## config.mk

```make
export PLATFORM = sky130hd
export DESIGN_NAME = qes_div_cell
export DESIGN_NICKNAME = d
export VERILOG_FILES = /design/src/hw/rtl/qes_pkg.sv /design/src/hw/rtl/qes_div_cell.sv
export SDC_FILE = /design/constraint.sdc
export NUM_CORES = 1
export LEC_CHECK = 0
export BUFFER_PORTS_ARGS = -buffer_cell sky130_fd_sc_hd__buf_4
export CORE_MARGIN = 4
export CORE_UTILIZATION = 35
export CTS_CLUSTER_DIAMETER = 30
export DETAILED_ROUTE_END_ITERATION = 10
export PLACE_DENSITY = 0.67
export RECOVER_POWER = 50
export SYNTH_ARGS = -nofsm -noshare
export SYNTH_HDL_FRONTEND = slang
export SYNTH_SLANG_ARGS = --single-unit
export TNS_END_PERCENT = 50
```

## constraint.sdc

```tcl
create_clock -name clk -period 2.6 [get_ports clk]
set_input_delay 0.39 -clock clk [delete_from_list [all_inputs] [get_ports clk]]
set_output_delay 0.39 -clock clk [all_outputs]
set_load 0.02 [all_outputs]
```

## src/hw/rtl/qes_pkg.sv

```systemverilog
// ----------------------------------------------------------------------------
// qes_pkg
// Shared types and constants for the quadratic equation solver pipeline.
// ----------------------------------------------------------------------------
package qes_pkg;

  localparam int CoefW  = 16;  // Q8.8 coefficient
  localparam int RadW   = 50;  // radicand D * 2^16, padded to an even width
  localparam int RootW  = RadW / 2;
  localparam int SremW  = RootW + 2;
  localparam int NumW   = 35;  // signed numerator
  localparam int QW     = 33;  // numerator magnitude and quotient
  localparam int DenW   = 18;  // signed denominator
  localparam int DmagW  = DenW - 1;

  // Which result form a word takes
  typedef enum logic [2:0] {
    KIND_NONE,
    KIND_INF,
    KIND_LIN,
    KIND_ONE,
    KIND_TWO
  } kind_t;

  // Coefficients carried alongside the square root
  typedef struct packed {
    kind_t                    kind;
    logic signed [CoefW-1:0]  a;
    logic signed [CoefW-1:0]  b;
    logic signed [CoefW-1:0]  c;
  } side_t;

  // One square root cell's state
  typedef struct packed {
    logic              vld;
    side_t             side;
    logic [RadW-1:0]   rad;
    logic [SremW-1:0]  rem;
    logic [RootW-1:0]  root;
  } sq_t;

  // One divider cell's state, two numerators over a shared denominator
  typedef struct packed {
    logic              vld;
    kind_t             kind;
    logic [DmagW-1:0]  d;
    logic              neg1;
    logic              neg2;
    logic [DmagW-1:0]  rem1;
    logic [DmagW-1:0]  rem2;
    logic [QW-1:0]     nq1;
    logic [QW-1:0]     nq2;
  } dv_t;

endpackage

```

## src/hw/rtl/qes_div_cell.sv

```systemverilog
// ----------------------------------------------------------------------------
// qes_div_cell
// One quotient bit of two restoring divisions that share a divisor.
// ----------------------------------------------------------------------------
module qes_div_cell (
  input  logic          clk,
  input  logic          rst,
  input  logic          en,
  input  qes_pkg::dv_t  din,
  output qes_pkg::dv_t  dout
);

  logic [qes_pkg::DmagW:0] cur1;
  logic [qes_pkg::DmagW:0] cur2;
  logic [qes_pkg::DmagW:0] dx;
  logic                    ge1;
  logic                    ge2;

  always_comb begin
    dx   = {1'b0, din.d};
    cur1 = {din.rem1, din.nq1[qes_pkg::QW-1]};
    cur2 = {din.rem2, din.nq2[qes_pkg::QW-1]};
    ge1  = (cur1 >= dx);
    ge2  = (cur2 >= dx);
  end

  always_ff @(posedge clk) begin
    if (rst) begin
      dout.vld <= 1'b0;
    end else if (en) begin
      dout.vld <= din.vld;
    end
    if (en) begin
      dout.kind <= din.kind;
      dout.d    <= din.d;
      dout.neg1 <= din.neg1;
      dout.neg2 <= din.neg2;
      dout.rem1 <= ge1 ? qes_pkg::DmagW'(cur1 - dx) : qes_pkg::DmagW'(cur1);
      dout.rem2 <= ge2 ? qes_pkg::DmagW'(cur2 - dx) : qes_pkg::DmagW'(cur2);
      dout.nq1  <= {din.nq1[qes_pkg::QW-2:0], ge1};
      dout.nq2  <= {din.nq2[qes_pkg::QW-2:0], ge2};
    end
  end

endmodule

```

==> results of run 1 <==
[power by group]
group / leakage [nW] / switching, mW / total, mW / internal [mW]
Clock: 0.310 / 0.966 / 2.60 / 1.63
Sequential: 1.20 / 0.0623 / 2.49 / 2.43
Combinational: 2.51 / 0.800 / 1.54 / 0.737
Total: 4.02 / 1.83 / 6.63 / 4.80
[area by class of cell]
cell class / count / share of cell area [%]
flip-flops and latches: 123 / 40.2
repair buffers: 318 / 25.5
multi-input cells: 282 / 23.1
clock buffers: 18 / 4.69
well taps: 220 / 3.01
clock inverters: 14 / 2.31
inverters: 27 / 1.11
[worst max path at each step]
stage | depth (start not counted) | to | slack (ns)
final | 13 | dout[99]$_DFFE_PP_ | 0.23
after global routing | 13 | dout[99]$_DFFE_PP_ | 0.14
after CTS | 13 | dout[99]$_DFFE_PP_ | 0.22
after detailed placement | 13 | dout[99]$_DFFE_PP_ | -0.23
after global placement | 13 | dout[86]$_DFFE_PP_ | -0.13
after floorplan | 12 | dout[89]$_DFFE_PP_ | 0.0004
[logic make-up after synthesis]
| group | synth area share [%] |
|---|---|
| compound gates | 13.0 |
| xor+xnor | 2.79 |
| fa+ha+maj | 7.79 |
| buf+inv | 2.87 |
| flops | 61.7 |
| mux | 4.38 |
| simple gates | 7.54 |
[per-stage QoR]
stage | utilization, % | setup TNS, ns
6_report | 55.0 | 0
5_1_grt | 55.0 | 0
4_1_cts | 55.5 | 0
3_5_place_dp | 51.6 | -3.82
3_3_place_gp | 51.6 | -2.42
2_1_floorplan | - | 0
[metal layers]
layer  GRT usage, %  vias up
li1               -     2355
met1           22.8     2328
met2           35.1      204
met3           6.79       20
met4           5.87        0
met5              0        -
[cell usage in the layout, fill, tap and decap left out, drive strengths merged, types with 4 or more instances in the layout]
| cell type | Yosys | final |
|---|---|---|
| a21oi | 26 | 26 |
| and4 | 4 | 4 |
| bufinv | 0 | 4 |
| xnor2 | 16 | 16 |
| ha | 34 | 34 |
| nand3 | 13 | 13 |
| clkinv | 0 | 4 |
| nor2 | 17 | 17 |
| nand2 | 34 | 34 |
| mux2 | 21 | 21 |
| buf | 8 | 230 |
| o31ai | 6 | 6 |
| clkbuf | 3 | 106 |
| o21ai | 21 | 21 |
| edfxtp | 122 | 122 |
| a21o | 15 | 15 |
| inv | 27 | 32 |
| a211oi | 4 | 4 |
| and2 | 5 | 5 |
| o21a | 10 | 10 |
==> metrics.txt, run 1 <==
Yosys top cell by area=edfxtp_1; Area Growth Syn to Fin=53.3%; worst-path maximum fanout=15; area of the multi-input gates=0.00212 mm^2; worst hold path depth=2; Hold EP=dout[122]$_SDFFE_PP0P_; clk root buf=clkbuf_16; count leader, synth=edfxtp_1; data required time at the worst endpoint=2.77 ns; Bufs and invs on worst path=5; most frequent cells after synthesis=122 x edfxtp_1, 34 x ha_1, 34 x nand2_1; Cells after Synth=443; final worst-path cycle share=91.3%; Worst setup EP type=register; Die Span X=139 um; metal2 WL=9970 um; crit path time final=2.37 ns; DRC errors left=0; row count=47; hold_sp=rst; total power=6.63 mW; Mean Syn Cell Area=13.5 um^2; H-tree levels=4; largest net degree at the start of global routing=68; number of global-route vias before repair=5117; mapped cell area=0.00597 mm^2; post-synthesis register bit count=123; Worst R2R End=dout[122]$_SDFFE_PP0P_; R2R setup slack=1.97 ns; Slew @ Worst Pin=1.63 ns; worst min-delay path class=primary input to register; global-route wire length before repair=29300 um; Die Ht=139 um; antenna fix cells=0; Routed WL per cell=19.4 um; crit path DAT=2.54 ns; Clock Skew=0 ns; max reg flops=123; CP Cell Sequence=buf_4 > inv_1 > ha_1 > inv_1 > fa_1 > a21oi_1 > buf_4 > o211a_1 > a21oi_1 > o21ai_1 > and2_2 > inv_2 > mux2_2; critical path's slowest cell=fa_1; pins over their slew limit=68; top post-synthesis cells by area=edfxtp_1 61%, ha_1 7.1%, mux2_2 3.2%; Finished Cell Area=0.00916 mm^2; Post-Synthesis Net Count=605; Core Footprint=0.0166 mm^2; Worst VDD drop=0.447 mV; 1st-pass router iterations=5; crit start category=primary input; Crit Reg-Reg Startpoint=dout[122]$_SDFFE_PP0P_; post-synthesis sequential area ratio=61.7%; final hold vios=0; dominant synthesized flop cell=edfxtp_1; cells on worst reg2reg path=2; largest register by flop count=dout; Crit. Startpoint=din[65]; Nets=931; final setup margin=0.226 ns; Lkg Pwr=4.02 nW; cts repair resizes=0; FILL cells=1434; fmax=421 MHz; ANT nets after route=0; # hold bufs at CTS=0; IO Port Bufs=248; Post-CTS Setup Repair Bufs=0; Power Density=724 mW/mm^2; hold slack final=0.127 ns; met1 wire length=7660 um; RSZ-0062 raised after global routing=no; Initial Util=35.9%; Yosys warnings=0; violated checks=max-capacitance violations, max-slew violations; TritonCTS clock tree=yes; Top Registers=dout (123); DR iter-0 viols=256; Post-synth EDFFs=122; Cell variety after synth=61; gr usage total=19.8%; clock latency on the worst-skew pair=0.41 ns; Detail Placement HPWL=15500 um; Relative slew margins=-8.33%; Top delay family on crit path=compound AO/OA/AOI/OAI gates; dpl ws=-0.226 ns; routed vias=4907; Inserted Clock Buffers=17; Top Metal Used=met4; total gr overflow=0; sequential cell area=0.00368 mm^2; share of the synthesized area in the top cell type=61.3%; Layout Cells excl Fill=1002; gpl congestion=0.893; layout cells sized above 1=47.3%; Final Setup Violations=0; Ports=249; outcome=complete, but fails checks; die area=0.0192 mm^2; Placed Cells=970; area post-placement=0.00859 mm^2; initial antenna violation count=0; MaxCap Viol Count=1; critical path class=primary input to register; # clock sinks=123; vias per inst=4.90; WL final=19400 um; CTS Buffer Depth=2; fraction of registers with async set/reset=0%; met3 wire length=1530 um; CTS clock-pin slew for the worst setup and hold paths=0.06 ns; Crit path largest cell delay=0.38 ns
(Power assumes the default switching activity.)
==> inputs of run 2 (changes only) <==
- CORE_UTILIZATION: 35 -> 44
- PLACE_DENSITY: 0.67 -> 0.8
==> run 2 against run 1 <==
  * The flow now finishes without violations
  * Combinational power about the same
  * Non-clock buffer count decreased by 22
  * Sequential cell count did not move
  * Global-route usage is 4.8 points higher
==> metrics.txt, run 2 (synthesis gave the netlist of run 1 again) <==
outcome=complete, no violations; IO Port Bufs=248; Routed WL per cell=20.5 um; Crit path largest cell delay=0.38 ns; DRC errors left=0; Core Util, Final=67.2%; most frequent cells in the layout=208 x buf_4, 122 x edfxtp_1, 77 x clkbuf_4; crit path DAT=2.60 ns; gr usage total=24.7%; Worst setup EP type=register; Top delay family on crit path=compound AO/OA/AOI/OAI gates; commonest non-fill, non-tap cell in the layout=buf_4; gpl congestion=0.933; data required time at the worst endpoint=2.77 ns; critical path class=primary input to register; total gr overflow=0; largest register by flop count=dout; DR iter-0 viols=417; Slew @ Worst Pin=1.37 ns; MaxCap Viol Count=0; area post-placement=0.00836 mm^2; ANT nets after route=0; TritonCTS clock tree=yes; crit path time final=2.43 ns; Die Span X=125 um; clock latency on the worst-skew pair=0.41 ns; Initial Util=45.1%; die area=0.0155 mm^2; # hold bufs at CTS=0; critical path's slowest cell=fa_1; Area Growth Syn to Fin=49.0%; final hold vios=0; WL final=19200 um; clk root buf=clkbuf_16; routed vias=4900; RSZ-0062 raised after global routing=no; CP Cell Sequence=buf_4 > inv_1 > ha_1 > inv_1 > fa_1 > a21oi_1 > buf_4 > o211a_1 > a21oi_1 > o21ai_1 > and2_2 > inv_2 > mux2_2; global-route wire length before repair=29000 um; Inserted Clock Buffers=17; largest net degree at the start of global routing=61; final worst-path cycle share=93.5%; FILL cells=999; Detail Placement HPWL=15200 um; initial antenna violation count=1; cts repair resizes=0; Placed Cells=904; CTS Buffer Depth=2; fmax=411 MHz; Die Ht=125 um; 1st-pass router iterations=6; number of global-route vias before repair=4963; Lkg Pwr=3.90 nW; layout cells sized above 1=45.9%; Power Density=718 mW/mm^2; crit start category=primary input; Bufs and invs on worst path=5; max reg flops=123; antenna fix cells=0; worst-path maximum fanout=15; Nets=909; Worst VDD drop=0.362 mV; Top Registers=dout (123); Setup TNS Final=0 ns; # clock sinks=123; row count=42; Layout Cells excl Fill=936; final setup margin=0.169 ns; Clock Skew=0 ns; H-tree levels=4; Relative slew margins=8.40%; Ports=249; Finished Cell Area=0.00890 mm^2; vias per inst=5.24; dpl ws=-0.275 ns; Post-CTS Setup Repair Bufs=0; Final Setup Violations=0; CTS clock-pin slew for the worst setup and hold paths=0.06 ns; worst min-delay path class=primary input to register; pins over their slew limit=0; Core Footprint=0.0132 mm^2
-- run 2: cell count changes in the layout (fill, tap and decap cells not counted), sizes merged --
cell and delta:
bufinv -1, clkbuf -1, clkinv +2, clkinvlp +2, buf -22, inv -2
-- run 2: routing by layer --
metal | vias to the layer above | routed length (um) | part of all wire, % | GRT usage, %
li1 | 2305 | - | - | -
met4 | 2 | 227 | 1.2 | 6.19
met1 | 2326 | 7520 | 39 | 29.5
met3 | 18 | 1580 | 8.2 | 7.98
met2 | 249 | 9880 | 51 | 43.2
met5 | - | 13 | 0.068 | 0
-- run 2: final timing paths --
check | slack [ns] | end | startpoint | depth (start not counted)
worst min-delay path | 0.14 | dout[122]$_SDFFE_PP0P_ | rst | 2
worst max-delay path | 0.17 | dout[97]$_DFFE_PP_ | din[65] | 13
worst min register to register | 0.54 | dout[122]$_SDFFE_PP0P_ | dout[122]$_SDFFE_PP0P_ | 2
worst max register to register | 1.99 | dout[122]$_SDFFE_PP0P_ | dout[122]$_SDFFE_PP0P_ | 2
-- run 2: report_power, final --
group	switching, mW	internal [mW]
logic	0.805	0.703
clock network	0.891	1.50
registers	0.0597	2.43
total	1.76	4.64
-- run 2: metrics by stage --
step	hold slack, ns	power (mW)
floorplan	0.462	3.30
global placement	0.481	4.01
detailed placement	0.547	4.05
CTS	0.123	6.44
global route	0.119	6.65
finish	0.136	6.39
-- run 2: final cells by class --
cell class              instances  area (um^2)  share of cell area (%)
clock inverters                15          170                    1.91
flip-flops and latches        123         3680                    41.4
repair buffers                296         2180                    24.5
inverters                      27          101                    1.14
multi-input cells             282         2120                    23.8
well taps                     176          220                    2.47
clock buffers                  17          425                    4.78
==> inputs of run 3 (changes only) <==
- ABC_AREA: unset -> 1
- PLACE_DENSITY: 0.8 -> 0.79
==> run 3 against run 2 <==
  * The flow now finishes with violations (max-capacitance violations, max-slew violations)
  * Global-route usage down 2.9 points
  * Maximum frequency grew 23%
  * Via count rose by 13%
  * Wire length decreased by 2.6%
  * Power is 5.1% lower
  * Register-to-register slack about the same
  * Non-clock buffer count is 42 lower
  * Combinational power fell by 7%
  * Sequential share of layout area down 0.95 points
  * Area after synthesis increased by 9.1%
  * Die area rose by 8.5%
  * Design area grew 2.4%
  * Critical endpoint is now dout[98]$_DFFE_PP_
  * Largest power group unchanged
  * Highest routed layer is now met4
==> metrics.txt, run 3 <==
outcome=complete, but fails checks; violated checks=max-capacitance violations, max-slew violations; row count=44; WL final=18700 um; largest net degree at the start of global routing=124; most frequent cells in the layout=264 x nand2_1, 166 x buf_4, 122 x edfxtp_1; cells on worst reg2reg path=2; Lkg Pwr=4.62 nW; Yosys warnings=0; Cell variety after synth=31; number of global-route vias before repair=5334; mapped cell area=0.00651 mm^2; most frequent cells after synthesis=264 x nand2_1, 122 x edfxtp_1, 120 x inv_1; commonest non-fill, non-tap cell in the layout=nand2_1; global-route wire length before repair=27500 um; gr usage total=21.8%; R2R setup slack=2.00 ns; FILL cells=1262; antenna fix cells=0; fmax=507 MHz; clk root buf=clkbuf_16; total gr overflow=0; critical path class=primary input to register; Mean Syn Cell Area=9.29 um^2; post-synthesis sequential area ratio=56.5%; Top Registers=dout (123); gpl congestion=0.909; MaxCap Viol Count=1; Worst R2R End=dout[122]$_SDFFE_PP0P_; cts repair resizes=0; Core Footprint=0.0145 mm^2; Final Setup Violations=0; Cells after Synth=701; vias per inst=4.77; CTS clock-pin slew for the worst setup and hold paths=0.06 ns; Detail Placement HPWL=15100 um; Post-synth EDFFs=122; RSZ-0062 raised after global routing=no; Inserted Clock Buffers=17; Worst setup EP type=register; die area=0.0168 mm^2; layout cells sized above 1=29.7%; crit path DAT=2.13 ns; clock latency on the worst-skew pair=0.41 ns; IO Port Bufs=248; Worst VDD drop=0.414 mV; Die Span X=130 um; Ports=249; count leader, synth=nand2_1; dominant synthesized flop cell=edfxtp_1; Relative slew margins=-13.5%; Area Growth Syn to Fin=39.9%; final worst-path cycle share=75.9%; Post-CTS Setup Repair Bufs=0; largest register by flop count=dout; worst min-delay path class=primary input to register; Routed WL per cell=16.1 um; Crit. Startpoint=din[102]; routed vias=5544; top post-synthesis cells by area=edfxtp_1 56%, nand2_1 15%, inv_1 6.9%; post-synthesis register bit count=123; DRC errors left=0; Power Density=665 mW/mm^2; fraction of registers with async set/reset=0%; Post-Synthesis Net Count=863; initial antenna violation count=0; DR iter-0 viols=295; CTS Buffer Depth=2; Initial Util=44.8%; Slew @ Worst Pin=1.70 ns; 1st-pass router iterations=5; Clock Skew=0 ns; # clock sinks=123; Yosys top cell by area=edfxtp_1; dpl ws=0.262 ns; # hold bufs at CTS=0; Critical Path Sink=dout[98]$_DFFE_PP_; share of the synthesized area in the top cell type=56.2%; Die Ht=130 um; Nets=1129; data required time at the worst endpoint=2.76 ns; metal2 WL=9450 um; final hold vios=0; pins over their slew limit=124; met1 wire length=7140 um; met3 wire length=1610 um; worst-path maximum fanout=18; final setup margin=0.627 ns; max reg flops=123; H-tree levels=4; Crit Reg-Reg Startpoint=dout[122]$_SDFFE_PP0P_; crit start category=primary input; crit path time final=1.97 ns; Setup TNS Final=0 ns; Top Metal Used=met4; TritonCTS clock tree=yes; ANT nets after route=0
run 3: changes by cell type after synthesis, moves of 9 or more:
cell	previous run	this run
o21ai_0	18	0
o21a_1	10	1
a21o_1	15	0
xor2_1	3	13
inv_1	25	120
nand3_1	13	60
xnor2_1	16	1
nand2_1	34	264
mux2_2	17	0
run 3: how the worst min path moves through the flow:
stage                                      start                      to  depth (start not counted)
after global routing                         rst  dout[122]$_SDFFE_PP0P_                          2
after CTS                                    rst  dout[122]$_SDFFE_PP0P_                          2
after detailed placement  dout[122]$_SDFFE_PP0P_  dout[122]$_SDFFE_PP0P_                          2
final                                        rst  dout[122]$_SDFFE_PP0P_                          2
after global placement    dout[122]$_SDFFE_PP0P_  dout[122]$_SDFFE_PP0P_                          2
after floorplan                              rst  dout[122]$_SDFFE_PP0P_                          1
run 3: layout make-up:
class	instances	area, um^2	area share (%)
clock buffers	17	425	4.67
clock inverters	14	124	1.36
inverters	120	450	4.94
multi-input cells	451	2330	25.6
flip-flops and latches	123	3680	40.4
well taps	184	230	2.53
repair buffers	254	1870	20.5
run 3: through the flow:
step / utilization (%) / hold WS [ns] / power, mW / cell area (um^2) / instances
2_1_floorplan: - / 0.462 / 3.29 / 6520 / 701
3_3_place_gp: 59.3 / 0.479 / 3.92 / 8610 / 1132
3_5_place_dp: 59.3 / 0.494 / 3.94 / 8610 / 1132
4_1_cts: 63.0 / 0.109 / 6.13 / 9160 / 1163
5_1_grt: 62.7 / 0.105 / 6.35 / 9110 / 1163
6_report: 62.7 / 0.127 / 6.06 / 9110 / 1163
run 3: logic make-up after synthesis:
logic type	count (synthesis)	share of synthesized area, %
xor gates and xnor gates	14	1.88
buffers and inverters	127	7.72
AOI/OAI and AO/OA	22	1.79
muxes	1	0.154
DFF	123	56.5
and+or+nand+nor	378	24.8
adders and majority gates	36	7.14
run 3: metal layers:
metal	GRT usage, %	vias up
li1	-	2797
met1	24.5	2506
met2	39.2	210
met3	6.02	31
met4	8.13	0
met5	0	-
run 3: worst max-delay path, cell delays in order:
cell      delay, ns
clkbuf_1       0.18
ha_1           0.18
inv_1          0.06
fa_1           0.40
nand2_1        0.08
nand2_1        0.08
nand3_1        0.09
nand2_2        0.07
nand2_1        0.10
nand2_2        0.08
nand2_4        0.09
nand2_4        0.15
nand2_1        0.12
nand2_1        0.06
run 3: where the power goes:
part / total, mW / internal [mW] / switching (mW)
Combinational: 1.40 / 0.562 / 0.838
Sequential: 2.48 / 2.42 / 0.0565
Clock: 2.18 / 1.31 / 0.875
Total: 6.06 / 4.29 / 1.77
