## src/hw/rtl/qes_pkg.sv

```systemverilog
// ----------------------------------------------------------------------------
// qes_pkg
// Shared types and constants for the quadratic equation solver pipeline.
// ----------------------------------------------------------------------------
package qes_pkg;

  localparam int CoefW  = 16;  // Q8.8 coefficient
  localparam int RadW   = 50;  // radicand D * 2^16, padded to an even width
  localparam int RootW  = RadW / 2;
  localparam int SremW  = RootW + 2;
  localparam int NumW   = 35;  // signed numerator
  localparam int QW     = 33;  // numerator magnitude and quotient
  localparam int DenW   = 18;  // signed denominator
  localparam int DmagW  = DenW - 1;

  // Which result form a word takes
  typedef enum logic [2:0] {
    KIND_NONE,
    KIND_INF,
    KIND_LIN,
    KIND_ONE,
    KIND_TWO
  } kind_t;

  // Coefficients carried alongside the square root
  typedef struct packed {
    kind_t                    kind;
    logic signed [CoefW-1:0]  a;
    logic signed [CoefW-1:0]  b;
    logic signed [CoefW-1:0]  c;
  } side_t;

  // One square root cell's state
  typedef struct packed {
    logic              vld;
    side_t             side;
    logic [RadW-1:0]   rad;
    logic [SremW-1:0]  rem;
    logic [RootW-1:0]  root;
  } sq_t;

  // One divider cell's state, two numerators over a shared denominator
  typedef struct packed {
    logic              vld;
    kind_t             kind;
    logic [DmagW-1:0]  d;
    logic              neg1;
    logic              neg2;
    logic [DmagW-1:0]  rem1;
    logic [DmagW-1:0]  rem2;
    logic [QW-1:0]     nq1;
    logic [QW-1:0]     nq2;
  } dv_t;

endpackage

```

## src/hw/rtl/qes_sqrt_cell.sv

```systemverilog
// ----------------------------------------------------------------------------
// qes_sqrt_cell
// One bit of a restoring square root: takes two radicand bits per cycle while en is high.
// ----------------------------------------------------------------------------
module qes_sqrt_cell (
  input  logic          clk,
  input  logic          rst,
  input  logic          en,
  input  qes_pkg::sq_t  din,
  output qes_pkg::sq_t  dout
);

  logic [qes_pkg::SremW+1:0] cur;
  logic [qes_pkg::SremW+1:0] trial;
  logic                      ge;

  // trial subtract of (root << 2) | 1
  always_comb begin
    cur   = {din.rem, din.rad[qes_pkg::RadW-1 -: 2]};
    trial = {2'b00, din.root, 2'b01};
    ge    = (cur >= trial);
  end

  always_ff @(posedge clk) begin
    if (rst) begin
      dout.vld <= 1'b0;
    end else if (en) begin
      dout.vld <= din.vld;
    end
    if (en) begin
      dout.side <= din.side;
      dout.rad  <= {din.rad[qes_pkg::RadW-3:0], 2'b00};
      dout.rem  <= ge ? qes_pkg::SremW'(cur - trial) : qes_pkg::SremW'(cur);
      dout.root <= {din.root[qes_pkg::RootW-2:0], ge};
    end
  end

endmodule

```

## config.mk

```make
export PLATFORM = sky130hd
export DESIGN_NAME = qes_sqrt_cell
export DESIGN_NICKNAME = d
export VERILOG_FILES = /design/src/hw/rtl/qes_pkg.sv /design/src/hw/rtl/qes_sqrt_cell.sv
export SDC_FILE = /design/constraint.sdc
export NUM_CORES = 1
export LEC_CHECK = 0
export ABC_AREA = 1
export BUFFER_PORTS_ARGS = -buffer_cell sky130_fd_sc_hd__clkbuf_2
export CAP_MARGIN = 40
export CORE_MARGIN = 2
export CORE_UTILIZATION = 48
export DETAILED_ROUTE_END_ITERATION = 10
export GPL_TIMING_DRIVEN = 0
export PLACE_DENSITY = 0.8
export REMOVE_ABC_BUFFERS = 1
export SYNTH_ARGS = -nofsm -noshare
export SYNTH_HDL_FRONTEND = slang
export SYNTH_SLANG_ARGS = --single-unit
```

## constraint.sdc

```tcl
create_clock -name clk -period 2.3 [get_ports clk]
set_clock_uncertainty 0.1 [all_clocks]
set_input_delay 0 -clock clk [delete_from_list [all_inputs] [get_ports clk]]
set_output_delay 0 -clock clk [all_outputs]
set_load 0.05 [all_outputs]
```

==> out/metrics.yaml, run 1 <==
io_pins: 311
crit_chain: "dlygate4sd3_1 > clkbuf_2 > o21ai_1 > nand2_1 > nand2_1 > nand2_1 > nand2_1 > nand3_2 > nand2_2 > nand3_2 > nand2_1"
critPathBufInv: 2
post-cts-setup-buffers: 0
fmax_ghz: 0.495
clk_pin_slew_ns: 0.07
routabilityCongestion: 0.868
crit_path_max_incr_delay_ns: 0.63
dieArea_sq_mm: 0.0161
avgSynthCellArea_sq_um: 10.5
drt-wirelength-per-cell_microns: 18.5
syn_inst: 688
setup.worst_path.start: "din[100]"
drcViolationCount: 0
power.density_mw_per_mm2: 772
vdd_drop_max_mv: 0.538
worst_pin_slew_ns: 0.835
fin_cells: 1359
drtAntennaViolNets: 0
synth_cell_types: 30
coreArea_sq_mm: 0.0146
use_met3_pct: 9.53
ys_warn_count: 0
startpoint_type: "input port"
p_int_mw: 5.55
num-nets-final: 1343
synth.yosys.seq_area_share_pct: 62.9
drt-pass1-iter-count: 5
setup_violations: 0
sequentialPowerShare_pct: 40.1
viasPerCell: 4.94
netlist.area_leader.share_pct: 62.6
tritoncts: "done"
largest_reg_flops: 152
io_buffers: 308
fin_crit_sh_pct: 87.8
synth_edf_count: 151
fp-row-count: 44
use_met1_pct: 34.3
grt_pass1_wl_microns: 37700
cpMostUsedCell: "nand2_1"
rsz0062_at_grt: "false"
synthArstFlopShare_pct: 0
dp_slack_ns: -0.293
hold_path.class: "in2reg"
ctsRootBufferMaster: "clkbuf_16"
synth-main-ff-cell: "edfxtp_1"
die_h_microns: 127
slew_headroom_pct: 44.1
grt_max_degree: 93
p_switching_mw: 3.01
worstPathRequired_ns: 2.50
cp_slowest_cell: "nand2_2"
maxCapViolCount: 0
start_util_pct: 49.5
r2r-start: "dout[153]"
drtIter0Drc: 450
top_register: "dout"
fin_crit_ns: 2.02
numCtsBuffers: 17
drv_slew: 0
grt_overflow: 0
synth.largest_area_cell: "edfxtp_1"
critPathTopFamily: "simple AND/OR/NAND/NOR gates"
finalHoldViolCount: 0
synth-seq-cells: 152
area_growth_pct: 53.1
critical_path.endpoint_type: "register"
h-tree-depth: 4
synth_area_leaders: "edfxtp_1 (63%), nand2_1 (11%), inv_1 (6.3%)"
status: "complete, no violations"
grtUsageTotal_pct: 31.6
die_w_microns: 127
p_leak_nw: 5.47
dp_hpwl_microns: 15800
cts_buffer_depth: 2
grt_pass1_vias: 6867
via_count: 6710
use_met2_pct: 56.7
synth.cell_area_sq_mm: 0.00725
combPwrFrac_pct: 26.2
setup_slack_ns: 0.280
drive_gt1_share_pct: 32.3
sw_frac_of_total_pct: 35.2
yosys-top-cells-count: "nand2_1 (214), edfxtp_1 (151), inv_1 (122)"
p_total_mw: 8.56
post-synth-top-count-cell: "nand2_1"
top_regs: "dout (152)"
worstSetupPathType: "in2reg"
hold_start: "en"
antenna_found_initial: 3
grt.busiest_layer: "met2"
clk_latency_ns: 0.42
cp.arrival_ns: 2.22
clock_sinks: 152
dp.cells: 1172
cp_max_fo: 26
clkPwrFrac_pct: 33.7
wl_microns: 25200
[cells in the final DEF (no fill, tap or decap), types with 6 or more instances in the layout]
master         Yosys  routed
clkbuf_16          0      17
edfxtp_1         151     151
nand3_1           41      41
nand2_2            6       6
ha_1              27      27
xor2_1            11      11
nor2_1            32      32
clkbuf_2           0     307
inv_1            122     122
nand2_1          214     214
nand3_2           22      21
dlygate4sd3_1      0     152
nor2_2             7       7
nand4_1            9       9
a21oi_1           15      15
[power groups by stage]
stage                     Clock [mW]  Sequential [mW]  Combinational (mW)
after global routing            3.02             3.45                2.37
after detailed placement           0             3.47                1.99
after floorplan                    0             4.37               0.496
after CTS                       2.86             3.41                2.21
final                           2.89             3.43                2.24
after global placement             0             3.48                1.97
[repair_timing]
item | in CTS | in global routing
endpoints found under the setup margin | 0 | 14
gates resized for setup | 0 | 1
hold endpoints to repair | 151 | 0
hold buffers | 152 | 0
[cells by family (layout without fill, tap and decap cells)]
kind of cell               Yosys count  in the layout  share of synthesized area (%)
muxes                                1              1                          0.138
adders and majority gates           27             27                           4.66
AOI/OAI and AO/OA                   21             21                           1.52
buffers and inverters              133            616                           7.98
DFF                                152            152                           62.9
xor gates and xnor gates            12             12                           1.45
other                                1              5                         0.0518
and+or+nand+nor                    341            341                           21.3
[through the flow]
stage	util (%)	hold slack, ns	setup TNS (ns)	instance area [sq um]
floorplan	-	-0.0276	0	7130
global placement	60.8	0.0634	-145.77	8900
detailed placement	61.1	0.0762	-4.30	8940
CTS	75.6	0.0195	0	11100
global route	75.7	0.0375	0	11100
finish	75.7	0.0269	0	11100
[layout make-up]
| cell class | instances | area (sq um) |
|---|---|---|
| Tap cell | 184 | 230 |
| Inverter | 123 | 462 |
| Fill cell | 989 | 3550 |
| Clock buffer | 17 | 425 |
| Antenna cell | 3 | 7.51 |
| Timing Repair Buffer | 461 | 3100 |
| Sequential cell | 152 | 4550 |
| Clock inverter | 15 | 188 |
| Multi-Input combinational cell | 404 | 2130 |
[worst paths after layout]
kind,to,slack (ns),cells past startpoint
hold reg to reg,dout[153],1.01,3
setup reg to reg,dout[153],0.99,3
hold / removal,dout[22],0.03,1
setup / recovery,dout[32],0.28,11
[per-layer routing]
metal | vias to the layer above | routed length [microns]
met4 | 2 | 959
met2 | 312 | 13100
met3 | 70 | 1870
met5 | - | 13
li1 | 3204 | -
met1 | 3122 | 9180
Power figures use the tool's default switching activity.
==> run 2: changes to the inputs <==
Clock period 2.3 ns to 2.1 ns, I/O delays scaled along.
==> out/metrics.yaml, run 2 (synthesis results as in run 1) <==
maxCapViolCount: 0  # unchanged
fin_crit_sh_pct: 95.8
sw_frac_of_total_pct: 35.2  # about the same
num-nets-final: 1344  # was 1,343
dp.cells: 1172  # unchanged
cts_buffer_depth: 2  # unchanged
worstPathRequired_ns: 2.18  # was 2.50 ns
startpoint_type: "input port"  # unchanged
p_switching_mw: 3.31  # was 3.01 mW
grt_max_degree: 93  # unchanged
vdd_drop_max_mv: 0.590  # was 0.538 mV
tritoncts: "done"  # unchanged
fp-row-count: 44  # unchanged
whs_ns: 0.0221  # was 0.0269 ns
sequentialPowerShare_pct: 40.1  # about the same
drv_slew: 0  # unchanged
p_leak_nw: 5.48  # was 5.47 nW
antenna_found_initial: 3  # unchanged
rsz0062_at_grt: "false"  # unchanged
drt-pass1-iter-count: 5  # unchanged
dieArea_sq_mm: 0.0161  # unchanged
fin_tns_setup_ns: 0  # unchanged
grt_overflow: 0  # unchanged
fin_area_sq_mm: 0.0111  # about the same
power.density_mw_per_mm2: 845  # was 772 mW/mm^2
io_buffers: 308  # unchanged
drive_gt1_share_pct: 32.3  # about the same
worst_pin_slew_ns: 0.764  # was 0.835 ns
coreArea_sq_mm: 0.0146  # unchanged
die_h_microns: 127  # unchanged
top_regs: "dout (152)"  # unchanged
top_register: "dout"  # unchanged
hold_path.class: "in2reg"  # unchanged
area_growth_pct: 53.3  # was 53.1%
place_area_sq_mm: 0.00894  # unchanged
final_cell_mix: "clkbuf_2 (307), nand2_1 (214), dlygate4sd3_1 (152), edfxtp_1 (151), inv_1 (122)"  # unchanged
wl_microns: 25300  # was 25,200 microns
io_pins: 311  # unchanged
numCtsBuffers: 17  # unchanged
grtUsageTotal_pct: 31.6  # about the same
largest_reg_flops: 152  # unchanged
viasPerCell: 4.95  # was 4.94
status: "complete, no violations"  # unchanged
drcViolationCount: 0  # unchanged
combPwrFrac_pct: 26.2  # about the same
drtAntennaViolNets: 0  # unchanged
drtIter0Drc: 428  # was 450
clk_latency_ns: 0.42  # about the same
h-tree-depth: 4  # unchanged
finalHoldViolCount: 0  # unchanged
drt-wirelength-per-cell_microns: 18.6  # was 18.5 microns
routabilityCongestion: 0.868  # unchanged
grt_pass1_wl_microns: 37700  # about the same
fmax_ghz: 0.497
p_int_mw: 6.08  # was 5.55 mW
clock_sinks: 152  # unchanged
setup_violations: 0  # unchanged
layout_commonest_cell: "clkbuf_2"  # unchanged
ctsRootBufferMaster: "clkbuf_16"  # unchanged
worstSetupPathType: "in2reg"  # unchanged
clk_pin_slew_ns: 0.07  # about the same
nFillCells: 985  # was 989
dp_slack_ns: -0.493  # was -0.293 ns
postLayoutCoreUtil_pct: 75.8  # was 75.7%
cp.arrival_ns: 2.09  # was 2.22 ns
fin_crit_ns: 2.01
slew_headroom_pct: 49.1  # was 44.1%
via_count: 6738  # was 6,710
dp_hpwl_microns: 15800  # unchanged
die_w_microns: 127  # unchanged
start_util_pct: 49.5  # unchanged
clkPwrFrac_pct: 33.7  # about the same
post-cts-setup-buffers: 0  # unchanged
p_total_mw: 9.39  # was 8.56 mW
cp_max_fo: 14  # was 26
fin_cells: 1360  # was 1,359
grt_pass1_vias: 6866  # was 6,867
setup_slack_ns: 0.0880  # was 0.280 ns
critical_path.endpoint_type: "register"  # unchanged
[run 2: cell count changes in the layout (fill, tap and decap cells not counted), sizes merged]
| cell | change |
|---|---|
| nand3 | +1 |
[run 2: final timing paths]
| kind | start | end | slack [ns] | depth (start not counted) |
|---|---|---|---|---|
| setup / recovery | din[18] | dout[31] | 0.09 | 11 |
| hold reg to reg | dout[153] | dout[153] | 1.02 | 3 |
| hold / removal | en | dout[22] | 0.02 | 1 |
| setup reg to reg | dout[153] | dout[153] | 0.79 | 3 |
[run 2: routing by layer]
layer / wire length [microns] / up-vias / GRT usage (%)
met2: 13100 / 313 / 56.7
met5: 13 / - / 0
met4: 1010 / 2 / 14.4
met3: 1880 / 73 / 9.53
li1: - / 3210 / -
met1: 9310 / 3140 / 34.3
[run 2: cell type report]
cell class / instances / area, sq um / area share (%)
inverter: 123 / 462 / 4.16
multi-input combinational: 405 / 2140 / 19.3
clock inverter: 15 / 188 / 1.69
antenna: 3 / 7.51 / 0.0676
clock buffer: 17 / 425 / 3.83
timing repair buffer: 461 / 3100 / 27.9
sequential: 152 / 4550 / 41.0
tap: 184 / 230 / 2.07
[run 2: critical path, stage by stage]
cell	delay, ns
clkbuf_2	0.09
inv_1	0.04
ha_1	0.35
nand2_1	0.14
inv_1	0.05
a21oi_1	0.26
nand2_1	0.13
a21oi_1	0.34
nand3_2	0.42
nand2_1	0.18
nand2_1	0.09
[run 2: what timing repair did]
| action | CTS | global route |
|---|---|---|
| hold buffers | 152 | 0 |
| endpoints found under the setup margin | 1 | 26 |
| hold endpoints to repair | 151 | 0 |
| gates cloned | 0 | 1 |
| gates resized for setup | 1 | 1 |
[run 2: power by group through the flow]
stage	registers, mW	clock network, mW	logic (mW)
2_1_floorplan	4.79	0	0.543
3_3_place_gp	3.81	0	2.15
3_5_place_dp	3.80	0	2.18
4_1_cts	3.74	3.14	2.42
5_1_grt	3.78	3.31	2.61
6_report	3.76	3.16	2.46
==> run 3: changes to the inputs <==
Settings changed: BUFFER_PORTS_ARGS -buffer_cell sky130_fd_sc_hd__clkbuf_2 to unset, CORE_AREA set to 2 2 122 124, CORE_MARGIN 2 to unset, CORE_UTILIZATION 48 to unset, DIE_AREA set to 0 0 124 126, DONT_BUFFER_PORTS set to 1, PLACE_DENSITY 0.8 to 0.66.
==> out/metrics.yaml, run 3 (synthesis results as in run 1) <==
status: "finished with violations"  # was complete, no violations
violations: "negative hold slack"
power.density_mw_per_mm2: 946  # was 845 mW/mm^2
grt_pass1_vias: 5517  # was 6,866
start_util_pct: 50.6  # was 49.5%
io_pins: 311  # unchanged
p_leak_nw: 4.21  # was 5.48 nW
post-cts-setup-buffers: 0  # unchanged
drt-wirelength-per-cell_microns: 19.9  # was 18.6 microns
dp.cells: 865  # was 1,172
vdd_drop_max_mv: 0.568  # was 0.590 mV
worstSetupPathType: "in2reg"  # unchanged
fin_crit_sh_pct: 93.0  # was 95.8%
coreArea_sq_mm: 0.0143  # was 0.0146 sq mm
via_count: 5419  # was 6,738
io_buffers: 0  # was 308
grtUsageTotal_pct: 26.5  # was 31.6%
cp_slowest_cell: "nand2_2"  # was nand3_2
fmax_ghz: 0.512  # was 0.497 GHz
crit_chain: "inv_1 > ha_1 > nand2_1 > nor2_2 > nand2_1 > nor2_1 > nand2_1 > nand3_2 > nand2_2 > nand3_1 > nand2_1"  # was clkbuf_2 > inv_1 > ha_1 > nand2_1 > inv_1 > a21oi_1 > nand2_1 > a21oi_1 > nand3_2 > nand2_1 > nand2_1
seqCellArea_sq_mm: 0.00455  # unchanged
p_total_mw: 9.07  # was 9.39 mW
setup.worst_path.start: "din[15]"  # was din[18]
area_growth_pct: 32.3  # was 53.3%
final_cell_mix: "nand2_1 (214), dlygate4sd3_1 (153), edfxtp_1 (151), inv_1 (122), nand3_1 (41)"  # was clkbuf_2 (307), nand2_1 (214), dlygate4sd3_1 (152), edfxtp_1 (151), inv_1 (122)
endpoint: "dout[41]"  # was dout[31]
cp.arrival_ns: 2.02  # was 2.09 ns
drive_gt1_share_pct: 7.97  # was 32.3%
clk_pin_slew_ns: 0.07  # about the same
timing.rr.end: "dout[153]"  # unchanged
h-tree-depth: 4  # unchanged
finalHoldViolCount: 152  # was 0
clock_sinks: 152  # unchanged
dp_hpwl_microns: 13800  # was 15,800 microns
ctsRootBufferMaster: "clkbuf_16"  # unchanged
top_register: "dout"  # unchanged
drtAntennaViolNets: 0  # unchanged
multiInputGateArea_sq_mm: 0.00212  # was 0.00214 sq mm
grt_pass1_wl_microns: 30500  # was 37,700 microns
setup_violations: 0  # unchanged
die_h_microns: 126  # was 127 microns
fin_crit_ns: 1.95  # was 2.01 ns
worstPathRequired_ns: 2.17  # was 2.18 ns
num-nets-final: 1037  # was 1,344
fp-row-count: 44  # unchanged
nFillCells: 1094  # was 985
hold_path.class: "in2reg"  # unchanged
numCtsBuffers: 17  # unchanged
worst_pin_slew_ns: 0.821  # was 0.764 ns
clk_latency_ns: 0.41  # was 0.42 ns
wl_microns: 20900  # was 25,300 microns
whs_ns: -0.412  # was 0.0221 ns
largest_reg_flops: 152  # unchanged
drtIter0Drc: 455  # was 428
drt-pass1-iter-count: 5  # unchanged
grt_overflow: 0  # unchanged
cp_max_fo: 26  # was 14
maxCapViolCount: 0  # unchanged
reg2reg_slack_ns: 0.46  # was 0.79 ns
grt_max_degree: 153  # was 93
startpoint_type: "input port"  # unchanged
cts_buffer_depth: 2  # unchanged
routabilityCongestion: 0.908  # was 0.868
tritoncts: "done"  # unchanged
drcViolationCount: 0  # unchanged
fin_cells: 1051  # was 1,360
crit_path_max_incr_delay_ns: 0.47  # was 0.42 ns
dieArea_sq_mm: 0.0156  # was 0.0161 sq mm
slew_headroom_pct: 45.1  # was 49.1%
viasPerCell: 5.16  # was 4.95
layout_commonest_cell: "nand2_1"  # was clkbuf_2
die_w_microns: 124  # was 127 microns
r2r-start: "dout[153]"  # unchanged
reg2reg_depth: 3  # unchanged
cpMostUsedCell: "nand2_1"  # unchanged
antenna_found_initial: 1  # was 3
drv_slew: 0  # unchanged
top_regs: "dout (152)"  # unchanged
critical_path.endpoint_type: "register"  # unchanged
run 3: layout make-up:
type                            instances  area share (%)
Multi-Input combinational cell        404            22.2
Sequential cell                       152            47.5
Inverter                              123            4.82
Tap cell                              184            2.40
Antenna cell                            1          0.0261
Timing Repair Buffer                  155            16.4
Clock inverter                         14            2.21
Clock buffer                           18            4.48
run 3: stage by stage:
step	util [%]	hold WS (ns)	area [sq um]	TNS [ns]	setup slack (ns)
6_report	67.0	-0.412	9590	0	0.148
5_1_grt	67.0	-0.431	9590	-0.0201	-0.0201
4_1_cts	66.6	-0.419	9540	0	0.124
3_5_place_dp	51.7	-0.0213	7410	-5.78	-0.321
3_3_place_gp	51.4	-0.0260	7360	-9.17	-0.436
2_1_floorplan	-	-0.0276	7130	0	0.134
run 3: layer usage:
metal | up-vias | track usage [%] | share of wire, %
met1 | 2581 | 30.4 | 39
met5 | - | 0 | 0
met4 | 0 | 10.7 | 3.2
met3 | 44 | 7.52 | 6.8
li1 | 2583 | - | -
met2 | 211 | 46.3 | 51
run 3: worst max-delay path, delay by kind of cell:
family | cells | cell delay [ns]
simple gates | 9 | 1.61
buf+inv | 1 | 0.03
fa+ha+maj | 1 | 0.37
run 3: where the power goes:
| group | total [mW] | switching [mW] | internal [mW] |
|---|---|---|---|
| Clock | 3.30 | 1.28 | 2.03 |
| Sequential | 4.81 | 1.11 | 3.70 |
| Combinational | 0.960 | 0.523 | 0.437 |
run 3: timing repair:
action	CTS	global route
endpoints found under the hold margin	302	155
hold buffers	149	4
setup endpoints to repair	0	13
gates resized for setup	0	1
run 3: worst min-delay path by stage:
stage	start	to	slack [ns]	cells past startpoint
floorplan	rst	dout[153]	-0.03	1
global route	en	dout[46]	-0.43	0
finish	en	dout[46]	-0.41	0
global placement	rst	dout[153]	-0.03	1
detailed placement	rst	dout[153]	-0.02	1
CTS	en	dout[46]	-0.42	0
